==> config.mk <==
export PLATFORM = sky130hd
export DESIGN_NAME = mbr_partition_entry_generator_top
export DESIGN_NICKNAME = d
export VERILOG_FILES = /design/src/hw/rtl/mbrpeg_pkg.sv /design/src/hw/rtl/mbrpeg_div.sv /design/src/hw/rtl/mbrpeg_seq.sv /design/src/hw/rtl/mbr_partition_entry_generator_top.sv
export SDC_FILE = /design/constraint.sdc
export NUM_CORES = 1
export LEC_CHECK = 0
export BUFFER_PORTS_ARGS = -buffer_cell sky130_fd_sc_hd__buf_2
export CORE_ASPECT_RATIO = 0.6
export CORE_UTILIZATION = 55
export DETAILED_ROUTE_END_ITERATION = 16
export PLACE_DENSITY = 0.85
export SYNTH_ARGS = -nofsm -noshare
export SYNTH_HDL_FRONTEND = slang
export SYNTH_SLANG_ARGS = --single-unit
==> constraint.sdc <==
create_clock -name clk -period 24.9 [get_ports clk]
set_clock_uncertainty 0.05 [all_clocks]
set_input_delay 1.245 -clock clk [delete_from_list [all_inputs] [get_ports clk]]
set_output_delay 1.245 -clock clk [all_outputs]
set_load 0.005 [all_outputs]
==> src/hw/rtl/mbrpeg_pkg.sv <==
// ----------------------------------------------------------------------------
// MBR partition entry generator package
// Shared widths, codes, microcode word layout and the microcode ROM.
// ----------------------------------------------------------------------------
package mbrpeg_pkg;

	localparam int MAX_ENTRIES = 4;
	localparam int LBA_W       = 32;
	localparam int DVS_W       = 14;
	localparam int SHORT_STEPS = 14;
	localparam int CNT_W       = 6;
	localparam int PC_W        = 4;

	localparam logic [7:0] BOOT_FLAG = 8'h80;

	typedef enum logic [1:0] {
		ST_OK         = 2'd0,
		ST_ZERO_SIZE  = 2'd1,
		ST_TABLE_FULL = 2'd2
	} status_t;

	typedef enum logic [1:0] {
		REG_HEAD_COUNT        = 2'd0,
		REG_SECTORS_PER_TRACK = 2'd1,
		REG_ACTIVE_PARTITION  = 2'd2
	} reg_index_t;

	typedef enum logic [3:0] {
		OP_NOP,
		OP_LOAD,
		OP_ENDX,
		OP_DIV_ENDX,
		OP_NXT,
		OP_DIV_START,
		OP_DIV_REM,
		OP_CHS_START,
		OP_DIV_LAST,
		OP_CHS_END,
		OP_EMIT
	} uop_t;

	typedef enum logic [2:0] {
		COND_NEXT,
		COND_IN,
		COND_DIV,
		COND_ERR,
		COND_OUT
	} ucond_t;

	typedef struct packed {
		uop_t              op;
		ucond_t            cond;
		logic [PC_W-1:0]   target;
	} uword_t;

	typedef struct packed {
		logic in_fire;
		logic div_idle;
		logic err;
		logic out_free;
	} seq_stat_t;

	localparam logic [PC_W-1:0] PC_LOAD = 4'd0;
	localparam logic [PC_W-1:0] PC_EMIT = 4'd15;

	// Microcode ROM. Each divide is started in one step and waited on in the next.
	function automatic uword_t ucode(input logic [PC_W-1:0] pc);
		uword_t w;
		begin
			w = '{op: OP_NOP, cond: COND_NEXT, target: PC_LOAD};
			case (pc)
				4'd0:  w = '{op: OP_LOAD,      cond: COND_IN,   target: PC_LOAD};
				4'd1:  w = '{op: OP_ENDX,      cond: COND_ERR,  target: PC_EMIT};
				4'd2:  w = '{op: OP_DIV_ENDX,  cond: COND_NEXT, target: PC_LOAD};
				4'd3:  w = '{op: OP_NOP,       cond: COND_DIV,  target: PC_LOAD};
				4'd4:  w = '{op: OP_NXT,       cond: COND_NEXT, target: PC_LOAD};
				4'd5:  w = '{op: OP_DIV_START, cond: COND_NEXT, target: PC_LOAD};
				4'd6:  w = '{op: OP_NOP,       cond: COND_DIV,  target: PC_LOAD};
				4'd7:  w = '{op: OP_DIV_REM,   cond: COND_NEXT, target: PC_LOAD};
				4'd8:  w = '{op: OP_NOP,       cond: COND_DIV,  target: PC_LOAD};
				4'd9:  w = '{op: OP_CHS_START, cond: COND_NEXT, target: PC_LOAD};
				4'd10: w = '{op: OP_DIV_LAST,  cond: COND_NEXT, target: PC_LOAD};
				4'd11: w = '{op: OP_NOP,       cond: COND_DIV,  target: PC_LOAD};
				4'd12: w = '{op: OP_DIV_REM,   cond: COND_NEXT, target: PC_LOAD};
				4'd13: w = '{op: OP_NOP,       cond: COND_DIV,  target: PC_LOAD};
				4'd14: w = '{op: OP_CHS_END,   cond: COND_NEXT, target: PC_LOAD};
				4'd15: w = '{op: OP_EMIT,      cond: COND_OUT,  target: PC_LOAD};
				default: w = '{op: OP_NOP,     cond: COND_ERR,  target: PC_LOAD};
			endcase
			return w;
		end
	endfunction

endpackage

==> src/hw/rtl/mbrpeg_div.sv <==
// ----------------------------------------------------------------------------
// MBR partition entry generator divider
// Restoring divider, one quotient bit per cycle. A full divide produces 32
// quotient bits; a short divide uses only the low 14 dividend bits and produces 14.
// ----------------------------------------------------------------------------
module mbrpeg_div (
	input  logic                             clk,
	input  logic                             arst_n,
	input  logic                             start,
	input  logic                             full,
	input  logic [mbrpeg_pkg::LBA_W-1:0]     dividend,
	input  logic [mbrpeg_pkg::DVS_W-1:0]     divisor,
	output logic [mbrpeg_pkg::LBA_W-1:0]     quotient,
	output logic [mbrpeg_pkg::DVS_W-1:0]     remainder,
	output logic                             busy
);

	logic [mbrpeg_pkg::CNT_W-1:0] cnt_q;
	logic [mbrpeg_pkg::LBA_W-1:0] quot_q;
	logic [mbrpeg_pkg::DVS_W-1:0] rem_q;
	logic [mbrpeg_pkg::DVS_W-1:0] dvs_q;
	logic [mbrpeg_pkg::DVS_W:0]   trial;
	logic                         ge;

	assign busy  = (cnt_q != '0);
	assign trial = {rem_q, quot_q[mbrpeg_pkg::LBA_W-1]};
	assign ge    = (trial >= {1'b0, dvs_q});

	always_ff @(posedge clk or negedge arst_n) begin
		if (!arst_n) begin
			cnt_q <= '0;
		end else if (start) begin
			cnt_q <= full ? mbrpeg_pkg::CNT_W'(mbrpeg_pkg::LBA_W)
			              : mbrpeg_pkg::CNT_W'(mbrpeg_pkg::SHORT_STEPS);
		end else if (busy) begin
			cnt_q <= cnt_q - 1'b1;
		end
	end

	// The dividend shifts out of the top of quot_q while quotient bits enter at the bottom.
	always_ff @(posedge clk) begin
		if (start) begin
			rem_q <= '0;
			dvs_q <= divisor;
			if (full) begin
				quot_q <= dividend;
			end else begin
				quot_q <= {dividend[mbrpeg_pkg::SHORT_STEPS-1:0],
				           {(mbrpeg_pkg::LBA_W-mbrpeg_pkg::SHORT_STEPS){1'b0}}};
			end
		end else if (busy) begin
			rem_q  <= ge ? mbrpeg_pkg::DVS_W'(trial - {1'b0, dvs_q})
			             : trial[mbrpeg_pkg::DVS_W-1:0];
			quot_q <= {quot_q[mbrpeg_pkg::LBA_W-2:0], ge};
		end
	end

	assign quotient  = quot_q;
	assign remainder = rem_q;

`ifndef SYNTHESIS
	a_rem_below_divisor: assert property (@(posedge clk) disable iff (!arst_n)
		busy |-> (rem_q < dvs_q))
		else $error("divider remainder not below divisor");
	a_start_busy: assert property (@(posedge clk) disable iff (!arst_n)
		start |=> busy)
		else $error("divider did not start");
	a_hold_result: assert property (@(posedge clk) disable iff (!arst_n)
		(!busy && !start) |=> ($stable(quot_q) && $stable(rem_q)))
		else $error("divider result changed while idle");
`endif

endmodule

==> src/hw/rtl/mbrpeg_seq.sv <==
// ----------------------------------------------------------------------------
// MBR partition entry generator sequencer
// Step counter over the microcode ROM with wait and jump conditions.
// ----------------------------------------------------------------------------
module mbrpeg_seq (
	input  logic                  clk,
	input  logic                  arst_n,
	input  mbrpeg_pkg::seq_stat_t stat,
	output mbrpeg_pkg::uword_t    uword
);

	logic [mbrpeg_pkg::PC_W-1:0] pc_q;
	logic [mbrpeg_pkg::PC_W-1:0] pc_next;
	logic [mbrpeg_pkg::PC_W-1:0] pc_inc;

	assign uword  = mbrpeg_pkg::ucode(pc_q);
	assign pc_inc = pc_q + 1'b1;

	always_comb begin
		pc_next = pc_q;
		case (uword.cond)
			mbrpeg_pkg::COND_NEXT: pc_next = pc_inc;
			mbrpeg_pkg::COND_IN:   pc_next = stat.in_fire ? pc_inc : pc_q;
			mbrpeg_pkg::COND_DIV:  pc_next = stat.div_idle ? pc_inc : pc_q;
			mbrpeg_pkg::COND_ERR:  pc_next = stat.err ? uword.target : pc_inc;
			mbrpeg_pkg::COND_OUT:  pc_next = stat.out_free ? uword.target : pc_q;
			default:               pc_next = mbrpeg_pkg::PC_LOAD;
		endcase
	end

	always_ff @(posedge clk or negedge arst_n) begin
		if (!arst_n) begin
			pc_q <= mbrpeg_pkg::PC_LOAD;
		end else begin
			pc_q <= pc_next;
		end
	end

endmodule

==> src/hw/rtl/mbr_partition_entry_generator_top.sv <==
// ----------------------------------------------------------------------------
// MBR partition entry generator
// A valid request runs five serial divides on the shared one-bit-per-cycle
// divider before its entry is given; a rejected request (zero size or full
// table) skips them and gives its error result without any divide. After
// either result the next request can be taken in the following cycle. One
// request is in work at a time; the next is taken while a result still waits
// at the output. Reset restores the default geometry and clears the free
// sector and entry index at once.
// ----------------------------------------------------------------------------
module mbr_partition_entry_generator_top (
	input  logic        clk,
	input  logic        arst_n,
	input  logic        cfg_we,
	input  logic [1:0]  cfg_index,
	input  logic [7:0]  cfg_data,
	input  logic        in_valid,
	output logic        in_ready,
	input  logic        restart,
	input  logic [30:0] size_kib,
	input  logic [7:0]  part_type,
	output logic        out_valid,
	input  logic        out_ready,
	output logic [1:0]  status,
	output logic [1:0]  entry_number,
	output logic [7:0]  boot_flag,
	output logic [7:0]  type_out,
	output logic [7:0]  start_head,
	output logic [7:0]  start_sector_byte,
	output logic [7:0]  start_cylinder_low,
	output logic [7:0]  end_head,
	output logic [7:0]  end_sector_byte,
	output logic [7:0]  end_cylinder_low,
	output logic [31:0] lba_start,
	output logic [31:0] lba_length
);

	mbrpeg_pkg::uword_t    uword;
	mbrpeg_pkg::seq_stat_t stat;
	mbrpeg_pkg::status_t   status_q;

	logic [7:0]  head_count_q;
	logic [5:0]  spt_q;
	logic [2:0]  active_q;
	logic [31:0] nfs_q;
	logic [2:0]  idx_q;
	logic        out_valid_q;

	logic [30:0] size_q;
	logic [7:0]  type_q;
	logic [13:0] cyl_q;
	logic [31:0] start_q;
	logic [31:0] work_q;
	logic [31:0] nxt_q;
	logic [9:0]  c_q;
	logic [7:0]  s_head_q, s_sec_q, s_cyl_q;
	logic [7:0]  e_head_q, e_sec_q, e_cyl_q;

	logic [1:0]  o_status_q, o_entry_q;
	logic [7:0]  o_boot_q, o_type_q;
	logic [7:0]  o_s_head_q, o_s_sec_q, o_s_cyl_q;
	logic [7:0]  o_e_head_q, o_e_sec_q, o_e_cyl_q;
	logic [31:0] o_start_q, o_len_q;

	logic [7:0]  hc_eff;
	logic [5:0]  spt_eff;
	logic [13:0] cyl_prod;
	logic [31:0] eff_nfs;
	logic [2:0]  eff_idx;
	logic        in_fire, emit_fire, out_free, err;
	logic        status_ok;

	logic        div_start, div_full, div_busy;
	logic [31:0] div_dividend, div_quot;
	logic [13:0] div_divisor, div_rem;
	logic [7:0]  sec_byte;

	assign hc_eff   = (head_count_q == 8'd0) ? 8'd1 : head_count_q;
	assign spt_eff  = (spt_q == 6'd0) ? 6'd1 : spt_q;
	assign cyl_prod = {6'd0, hc_eff} * {8'd0, spt_eff};
	assign eff_nfs  = restart ? 32'd0 : nfs_q;
	assign eff_idx  = restart ? 3'd0 : idx_q;

	assign in_ready  = (uword.op == mbrpeg_pkg::OP_LOAD);
	assign in_fire   = in_valid && in_ready;
	assign out_free  = !out_valid_q || out_ready;
	assign emit_fire = (uword.op == mbrpeg_pkg::OP_EMIT) && out_free;
	assign err       = (status_q != mbrpeg_pkg::ST_OK);
	assign status_ok = !err;

	assign stat.in_fire  = in_fire;
	assign stat.div_idle = !div_busy;
	assign stat.err      = err;
	assign stat.out_free = out_free;

	mbrpeg_seq u_seq (
		.clk    (clk),
		.arst_n (arst_n),
		.stat   (stat),
		.uword  (uword)
	);

	always_comb begin
		div_start    = 1'b0;
		div_full     = 1'b1;
		div_dividend = work_q;
		div_divisor  = cyl_q;
		case (uword.op)
			mbrpeg_pkg::OP_DIV_ENDX: begin
				div_start = 1'b1;
			end
			mbrpeg_pkg::OP_DIV_START: begin
				div_start    = 1'b1;
				div_dividend = start_q;
			end
			mbrpeg_pkg::OP_DIV_LAST: begin
				div_start    = 1'b1;
				div_dividend = nxt_q - 32'd1;
			end
			mbrpeg_pkg::OP_DIV_REM: begin
				// Remainder within the cylinder splits into head and sector.
				div_start    = 1'b1;
				div_full     = 1'b0;
				div_dividend = {18'd0, div_rem};
				div_divisor  = {8'd0, spt_eff};
			end
			default: begin
				div_start = 1'b0;
			end
		endcase
	end

	mbrpeg_div u_div (
		.clk       (clk),
		.arst_n    (arst_n),
		.start     (div_start),
		.full      (div_full),
		.dividend  (div_dividend),
		.divisor   (div_divisor),
		.quotient  (div_quot),
		.remainder (div_rem),
		.busy      (div_busy)
	);

	// Sector is one-based; cylinder bits 9..8 ride in the top two bits.
	assign sec_byte = {c_q[9:8], div_rem[5:0] + 6'd1};

	always_ff @(posedge clk or negedge arst_n) begin
		if (!arst_n) begin
			head_count_q <= 8'd255;
			spt_q        <= 6'd63;
			active_q     <= 3'd1;
			nfs_q        <= '0;
			idx_q        <= '0;
			out_valid_q  <= 1'b0;
			status_q     <= mbrpeg_pkg::ST_OK;
		end else begin
			if (cfg_we) begin
				case (mbrpeg_pkg::reg_index_t'(cfg_index))
					mbrpeg_pkg::REG_HEAD_COUNT:        head_count_q <= cfg_data;
					mbrpeg_pkg::REG_SECTORS_PER_TRACK: spt_q        <= cfg_data[5:0];
					mbrpeg_pkg::REG_ACTIVE_PARTITION:  active_q     <= cfg_data[2:0];
					default: ;
				endcase
			end
			if (in_fire) begin
				nfs_q <= eff_nfs;
				idx_q <= eff_idx;
				if (eff_idx >= 3'(mbrpeg_pkg::MAX_ENTRIES)) begin
					status_q <= mbrpeg_pkg::ST_TABLE_FULL;
				end else if (size_kib == 31'd0) begin
					status_q <= mbrpeg_pkg::ST_ZERO_SIZE;
				end else begin
					status_q <= mbrpeg_pkg::ST_OK;
				end
			end else if (emit_fire && status_ok) begin
				nfs_q <= nxt_q;
				idx_q <= idx_q + 3'd1;
			end
			if (emit_fire) begin
				out_valid_q <= 1'b1;
			end else if (out_ready) begin
				out_valid_q <= 1'b0;
			end
		end
	end

	always_ff @(posedge clk) begin
		case (uword.op)
			mbrpeg_pkg::OP_LOAD: begin
				if (in_fire) begin
					size_q  <= size_kib;
					type_q  <= part_type;
					cyl_q   <= cyl_prod;
					start_q <= eff_nfs + {26'd0, spt_eff};
				end
			end
			mbrpeg_pkg::OP_ENDX: begin
				work_q <= start_q + {size_q, 1'b0};
			end
			mbrpeg_pkg::OP_NXT: begin
				nxt_q <= work_q + {18'd0, cyl_q} - {18'd0, div_rem};
			end
			mbrpeg_pkg::OP_DIV_REM: begin
				c_q <= div_quot[9:0];
			end
			mbrpeg_pkg::OP_CHS_START: begin
				s_head_q <= div_quot[7:0];
				s_sec_q  <= sec_byte;
				s_cyl_q  <= c_q[7:0];
			end
			mbrpeg_pkg::OP_CHS_END: begin
				e_head_q <= div_quot[7:0];
				e_sec_q  <= sec_byte;
				e_cyl_q  <= c_q[7:0];
			end
			mbrpeg_pkg::OP_EMIT: begin
				if (emit_fire) begin
					o_status_q <= status_q;
					if (status_ok) begin
						o_entry_q  <= idx_q[1:0];
						o_boot_q   <= ({1'b0, idx_q} + 4'd1 == {1'b0, active_q})
						              ? mbrpeg_pkg::BOOT_FLAG : 8'd0;
						o_type_q   <= type_q;
						o_s_head_q <= s_head_q;
						o_s_sec_q  <= s_sec_q;
						o_s_cyl_q  <= s_cyl_q;
						o_e_head_q <= e_head_q;
						o_e_sec_q  <= e_sec_q;
						o_e_cyl_q  <= e_cyl_q;
						o_start_q  <= start_q;
						o_len_q    <= nxt_q - start_q;
					end else begin
						o_entry_q  <= '0;
						o_boot_q   <= '0;
						o_type_q   <= '0;
						o_s_head_q <= '0;
						o_s_sec_q  <= '0;
						o_s_cyl_q  <= '0;
						o_e_head_q <= '0;
						o_e_sec_q  <= '0;
						o_e_cyl_q  <= '0;
						o_start_q  <= '0;
						o_len_q    <= '0;
					end
				end
			end
			default: ;
		endcase
	end

	assign out_valid          = out_valid_q;
	assign status             = o_status_q;
	assign entry_number       = o_entry_q;
	assign boot_flag          = o_boot_q;
	assign type_out           = o_type_q;
	assign start_head         = o_s_head_q;
	assign start_sector_byte  = o_s_sec_q;
	assign start_cylinder_low = o_s_cyl_q;
	assign end_head           = o_e_head_q;
	assign end_sector_byte    = o_e_sec_q;
	assign end_cylinder_low   = o_e_cyl_q;
	assign lba_start          = o_start_q;
	assign lba_length         = o_len_q;

`ifndef SYNTHESIS
	a_idle_divider: assert property (@(posedge clk) disable iff (!arst_n)
		in_ready |-> !div_busy)
		else $error("request taken while the divider is busy");
	a_index_advance: assert property (@(posedge clk) disable iff (!arst_n)
		(emit_fire && status_ok) |=> (idx_q == $past(idx_q) + 3'd1))
		else $error("entry index did not advance after a good entry");
	a_error_keeps_state: assert property (@(posedge clk) disable iff (!arst_n)
		(emit_fire && err) |=> ($stable(nfs_q) && $stable(idx_q)))
		else $error("state changed by a rejected request");
`endif

endmodule
# --- Word level (Yosys, flattened, before mapping) ---
# Memory sizes are Yosys's and may differ from the RTL's.
# Index checks and enable logic that the tools add are counted.
op_classes:
  addsub: 12
  muxes: 28
  reduce_logical: 23
  n_mul: 1
  magnitude_cmp: 2
  eq_ne: 20
op_table:
  columns: ["operator", "n"]
  rows:
  - ["32-bit 2-to-1 mux", 6]
  - ["32-bit one-hot mux with 3 select lines", 1]
  - ["32-bit by 14-bit adder with 32-bit output", 1]
  - ["32-bit adder", 1]
  - ["32-bit by 6-bit adder with 32-bit output", 1]
  - ["32-bit by 1-bit subtractor with 32-bit output (second input constant)", 1]
  - ["32-bit by 14-bit subtractor with 32-bit output", 1]
  - ["32-bit subtractor", 1]
  - ["31-bit zero test", 1]
  - ["6-bit 2-to-1 mux", 5]
  - ["4-bit one-hot mux with 5 select lines", 1]
  - ["4-bit by 3-bit == test with 1-bit output (second input constant)", 4]
  - ["4-bit 2-to-1 mux", 4]
  - ["8-bit 2-to-1 mux", 2]
  - ["15-bit by 14-bit greater-or-equal comparator with 1-bit output", 1]
  - ["8-bit by 6-bit multiplier with 14-bit output", 1]
  - ["14-bit 2-to-1 mux", 1]
  - ["14-bit subtractor", 1]
  - ["4-bit == test (second input constant)", 3]
  - ["2-bit AND reduction", 5]
  - ["3-bit 2-to-1 mux", 3]
  - ["4-bit by 2-bit == test with 1-bit output (second input constant)", 2]
  - ["8-bit zero test", 1]
  - ["2-bit nonzero test", 4]
  - ["25 further kinds", 34]
word_totals:
  rom_bits: 176
  register_bits: 464
  n_memories: 1
  input_bits: 55
memory_table:
  columns: ["name", "words", "word_bits", "read_ports", "rd_ports_with_merged_regs", "write_ports", "line_no", "rtl"]
  rows:
  - ["(no name shown)", 16, 11, 1, 0, 0, "mbrpeg_pkg.sv:71", "case (pc)"]

# --- Longest topological paths before layout ---
logic_depth:
  depth_word: 6
  depth_mapped: 19
  depth_no_buf: 19

# --- Hierarchy ---
# A second synthesis with hierarchy kept.
hier_totals:
  hier_cells: 2396
  hier_area_um2: 25866.1
modules_own_cells:
  columns: ["mod", "area_each_um2", "seq_area_each_um2", "cells_each", "n_inst"]
  rows:
  - ["mbr_partition_entry_generator_top", 21652.0, 11364.6, 1976, 1]
  - ["mbrpeg_div", 3679.8, 1811.7, 346, 1]
  - ["mbrpeg_seq", 534.3, 100.1, 74, 1]

# --- Worst setup path after synthesis ---
# No wires, ideal clock.
synth_timing:
  kind: "flip-flop to flip-flop"
  startpoint: "reg u_seq.pc_q[0] (netlist bit)"
  endpoint: "reg nfs_q[10]"
  setup_ns: 0.136
  arrival_ns: 8.249
  stages_incl_launch_ff: 12
  path_buffers: 1
  slack_ns: 16.465
  path_cell_list: "dfrtp_1 -> inv_1 -> ha_1 -> nor2b_1 -> a211oi_1 -> nand4bb_1 -> or2_1 -> nor2_1 -> nand2_1 -> clkbuf_1 -> nand2_1 -> a21oi_1"
synth_via:
  elab_chain_cells: 5
  word_cells_on_any_way: 8
  classes_between: "2 x eq/ne; 1 x mux; 4 x reduce/logical; 1 x memory"
synth_rtl:
  columns: ["element", "line_no", "rtl"]
  rows:
  - ["start: declaration", "mbrpeg_seq.sv:12", "logic [mbrpeg_pkg::PC_W-1:0] pc_q;"]
  - ["start signal: assignment", "mbrpeg_seq.sv:33", "pc_q <= mbrpeg_pkg::PC_LOAD;"]
  - ["start signal: assignment", "mbrpeg_seq.sv:35", "pc_q <= pc_next;"]
  - ["memory read 16 x 11 bit", null, null]
  - ["4-bit == test", "mbr_partition_entry_generator_top.sv:87", "assign emit_fire = (uword.op == mbrpeg_pkg::OP_EMIT) && out_free;"]
  - ["1-bit logical AND", "mbr_partition_entry_generator_top.sv:87", null]
  - ["via emit_fire", "mbr_partition_entry_generator_top.sv:70", "logic in_fire, emit_fire, out_free, err;"]
  - ["1-bit logical AND", "mbr_partition_entry_generator_top.sv:176", "end else if (emit_fire && status_ok) begin"]
  - ["2-bit nonzero test (no line)", null, null]
  - ["end signal: assignment", "mbr_partition_entry_generator_top.sv:167", "nfs_q <= eff_nfs;"]
  - ["end signal: assignment", "mbr_partition_entry_generator_top.sv:177", "nfs_q <= nxt_q;"]
  - ["end: declaration", "mbr_partition_entry_generator_top.sv:45", "logic [31:0] nfs_q;"]
# The timed path passes the listed nets, and every way through them passes these cells.
# A chain may end at the register's enable or synchronous reset.

# --- Worst setup path in the final report ---
layout_timing:
  startpoint: "reg spt_q[1]"
  endpoint: "reg cyl_q[13], data pin"
layout_via:
  elab_chain_cells: 3
layout_rtl:
  columns: ["element", "line_no", "rtl"]
  rows:
  - ["start: declaration", "mbr_partition_entry_generator_top.sv:43", "logic [5:0] spt_q;"]
  - ["start signal: assignment", "mbr_partition_entry_generator_top.sv:161", "mbrpeg_pkg::REG_SECTORS_PER_TRACK: spt_q <= cfg_data[5:0];"]
  - ["6-bit zero test", "mbr_partition_entry_generator_top.sv:79", "assign spt_eff = (spt_q == 6'd0) ? 6'd1 : spt_q;"]
  - ["6-bit 2-to-1 mux (*)", "mbr_partition_entry_generator_top.sv:79", null]
  - ["8-bit by 6-bit multiplier with 14-bit output (*)", "mbr_partition_entry_generator_top.sv:80", "assign cyl_prod = {6'd0, hc_eff} * {8'd0, spt_eff};"]
  - ["via cyl_prod[13]", "mbr_partition_entry_generator_top.sv:67", "logic [13:0] cyl_prod;"]
  - ["end signal: assignment", "mbr_partition_entry_generator_top.sv:194", "cyl_q <= cyl_prod;"]
  - ["end: declaration", "mbr_partition_entry_generator_top.sv:51", "logic [13:0] cyl_q;"]
# Mark *: on every way through the listed nets, which the timed path passes. The rest lies on a longest branch.

==> impl_metrics.toml <==
[yosys]
async_reset_ff_share_pct = 14.2
netlist_area_sq_um = 25600
synth_edf_count = 378
ys.flop_type = "edfxtp_1"
yosysWarnings = 0
ys_types = 89
seq_area_frac_synth_pct = 51.9
syn_avg_cell_area_sq_um = 11.0
syn_inst = 2325
synth_seq_cells = 457

[die]
start_util_pct = 56.4
pin_count = 189
die_width_microns = 280
dieArea_sq_um = 47400
die_h_microns = 169
rows = 60
core_sq_um = 45300

[routing]
wl_per_cell_microns = 22.4
via_per_inst = 6.05
drt_iter0_drc = 2741
drt.antenna.violating_nets = 0
drc = 0
routed.top_layer = "met4"
wl_met1_microns = 30600
dr.pass1.iters = 8
wl_met3_microns = 11500
num_vias = 19000
dr_wl_met2_microns = 27000
wirelength_microns = 70400

[sta]
finalHoldViolations = 0
hold_slack_ps = 396
finalCriticalPeriod_ps = 5480
maxSlewHeadroom_pct = 13.2
period_share_pct = 22.0
setup_ws_ps = 19420
finalSetupViolations = 0
rsz0062_at_grt = "no"
drv_slew = 0
worstMarginPinSlew_ps = 1300
fin_tns_setup_ps = 0
clock.fmax_ghz = 0.183

[placement]
dpl.hpwl_microns = 52600
numPortBuffers = 181
gp_congestion = 1.01
dp.cells = 3066
place_worst_setup_slack_ps = 19520

[setup_path]
crit_family = "compound AO/OA/AOI/OAI gates"
endpoint_kind = "register"
cp_cell_sequence = "nor3_1 > a21oi_1 > nor2b_1 > fa_1 > inv_1 > fa_1 > fa_1 > inv_1 > ha_1 > nor2b_1 > o21ai_0 > a21boi_0 > o21ai_0 > a21boi_0 > o21ai_0 > a21boi_0 > nor4_1 > a311o_1"
path_class = "register to register"
cp-start-kind = "register"
arrival_ps = 5750
cpMaxStageDelayCell = "dfstp_2"
path_depth = 18
crit_required_ps = 25170
ff2ff_path_depth = 18
cpPeakStageDelay_ps = 670
crit_path_max_fanout = 13
crit_buf_inv = 2

[global_route]
grt_max_degree = 80
track_usage_pct = 29.6
grt_pass1_wl_microns = 106000
grt_overflow = 0
first_global_vias = 17800
antenna_found_initial = 1

[min_path]
hold_depth = 0
hp-class = "register to register"

[clocking]
post_cts_resized = 0
ctsHoldBuffers = 0
cts_root_buf = "clkbuf_16"
clock_latency_ps = 580
cts_tree = "built"
cts_buffer_depth = 3
cts_sinks = 457
cts_setup_buffers = 0
h-tree-depth = 2
clkTransAtPathRegs_ps = 70
cts_buffers = 43

[flow_run]
cap_viol_max_count = 0

[final_layout]
diodes = 0
syn2layout_area_growth_pct = 11.4
drive_gt1_share_pct = 13.1
layout.cells.non_filler = 3146
nets = 2733

[power]
peakVddDrop_uv = 51.0
p_per_area_nw_per_um2 = 60.5
leakage_nw = 11.6

[run_status]
run_status = "completed"
==> worst reg2reg max path, stage by stage (launching register included) <==
cell and delay [ps]:
dfstp_2 670, nor3_1 90, a21oi_1 630, nor2b_1 140, fa_1 510, inv_1 50
fa_1 460, fa_1 550, inv_1 40, ha_1 310, nor2b_1 130, o21ai_0 100
a21boi_0 260, o21ai_0 150, a21boi_0 240, o21ai_0 120, a21boi_0 330, nor4_1 80
a311o_1 320
==> stage by stage <==
stage,util (%),instance area (sq um),power (mW)
2_1_floorplan,-,25600,1.02
3_3_place_gp,59.8,27100,1.07
3_5_place_dp,59.8,27100,1.08
4_1_cts,62.8,28500,1.73
5_1_grt,62.8,28500,1.80
6_report,62.8,28500,1.72
==> power breakdown <==
group | total, mW | internal (mW) | switching, mW
Sequential | 0.853 | 0.841 | 0.0120
Combinational | 0.212 | 0.0926 | 0.120
Clock | 0.659 | 0.364 | 0.296
==> cell usage after synthesis, types with 5 or more instances <==
library cell / number / area, sq um
or4_1: 5 / 37.5
o21a_1: 21 / 158
clkbuf_1: 68 / 255
a21boi_0: 7 / 52.6
nand4_1: 30 / 188
nor2b_1: 38 / 238
nand3_1: 36 / 180
a222oi_1: 23 / 230
and2_1: 91 / 569
a31oi_1: 13 / 81.3
edfxtp_1: 378 / 11400
nand2b_1: 24 / 150
o21ai_1: 8 / 40.0
o21ai_0: 87 / 435
dfstp_2: 15 / 394
xor2_1: 61 / 534
a221oi_1: 8 / 70.1
a21oi_1: 153 / 766
a22oi_1: 16 / 120
a211oi_1: 23 / 173
nor2_1: 200 / 751
mux2_2: 18 / 203
o31ai_1: 12 / 90.1
and3_1: 18 / 113
dfrtp_1: 50 / 1250
nor4_1: 16 / 100
xnor2_1: 99 / 867
o21bai_1: 18 / 135
nand2_1: 165 / 619
inv_1: 205 / 769
or3_1: 17 / 106
fa_1: 43 / 861
mux2i_1: 10 / 100
ha_1: 144 / 1800
buf_4: 8 / 60.1
dfxtp_1: 14 / 280
nor3_1: 43 / 215
a21o_1: 48 / 360
nor3b_1: 8 / 60.1
==> layer usage <==
layer / vias to the layer above / global-route usage, %
met3: 116 / 11.2
met5: - / 0
met1: 9089 / 45.7
met2: 1173 / 38.9
li1: 8653 / -
met4: 0 / 6.13
==> state kept, by name (all words and copies together) (netlist names), 10 cells and up <==
register,cells
lba_start,32
nxt_q,32
u_div.quotient,32
lba_length,32
u_div.dvs_q,14
size_q,31
cyl_q,14
nfs_q,32
c_q,10
start_q,32
u_div.remainder,14
work_q,32
==> layout by cell type, fill, tap and decap left out, types with 18 or more instances in the layout <==
master / count
edfxtp_1: 378
inv_1: 204
nor2_1: 192
buf_2: 181
nand2_1: 165
a21oi_1: 153
ha_1: 144
xnor2_1: 99
and2_1: 91
o21ai_0: 87
xor2_1: 61
dfrtp_1: 50
a21o_1: 48
clkbuf_16: 44
nor3_1: 43
fa_1: 43
nor2b_1: 38
nand3_1: 36
nand4_1: 30
nand2b_1: 24
a211oi_1: 23
a222oi_1: 23
o21a_1: 21
and3_1: 18
o21bai_1: 18
mux2_2: 18
==> cells by family after synthesis <==
| kind of cell | share of synthesized area, % |
|---|---|
| simple gates | 13.6 |
| compound gates | 13.0 |
| flops | 51.9 |
| buf+inv | 4.42 |
| fa+ha+maj | 10.4 |
| xor+xnor | 5.48 |
| mux | 1.18 |
| other cells | 0.0147 |
==> layout make-up <==
type | instances | area [sq um]
fill | 3528 | 16900
sequential | 457 | 13300
multi-input combinational | 1584 | 11200
clock buffer | 58 | 1160
timing repair buffer | 198 | 1030
inverter | 207 | 778
tap | 620 | 776
clock inverter | 22 | 224
==> path summary, 6_finish.rpt <==
| kind | startpoint | to | slack [ps] |
|---|---|---|---|
| hold / removal | c_q[5]$_DFFE_PP_ | e_cyl_q[5]$_DFFE_PN_ | 400 |
| setup / recovery | spt_q[1]$_DFFE_PN1P_ | cyl_q[13]$_DFFE_PP_ | 19420 |
| min in group asynchronous | arst_n | nfs_q[25]$_DFFE_PN0P_ | 850 |
| setup reg to reg | spt_q[1]$_DFFE_PN1P_ | cyl_q[13]$_DFFE_PP_ | 19420 |
| hold reg to reg | c_q[5]$_DFFE_PP_ | e_cyl_q[5]$_DFFE_PN_ | 400 |
| max in group asynchronous | arst_n | active_q[2]$_DFFE_PN0P_ | 23330 |
Power figures use the tool's default switching activity.
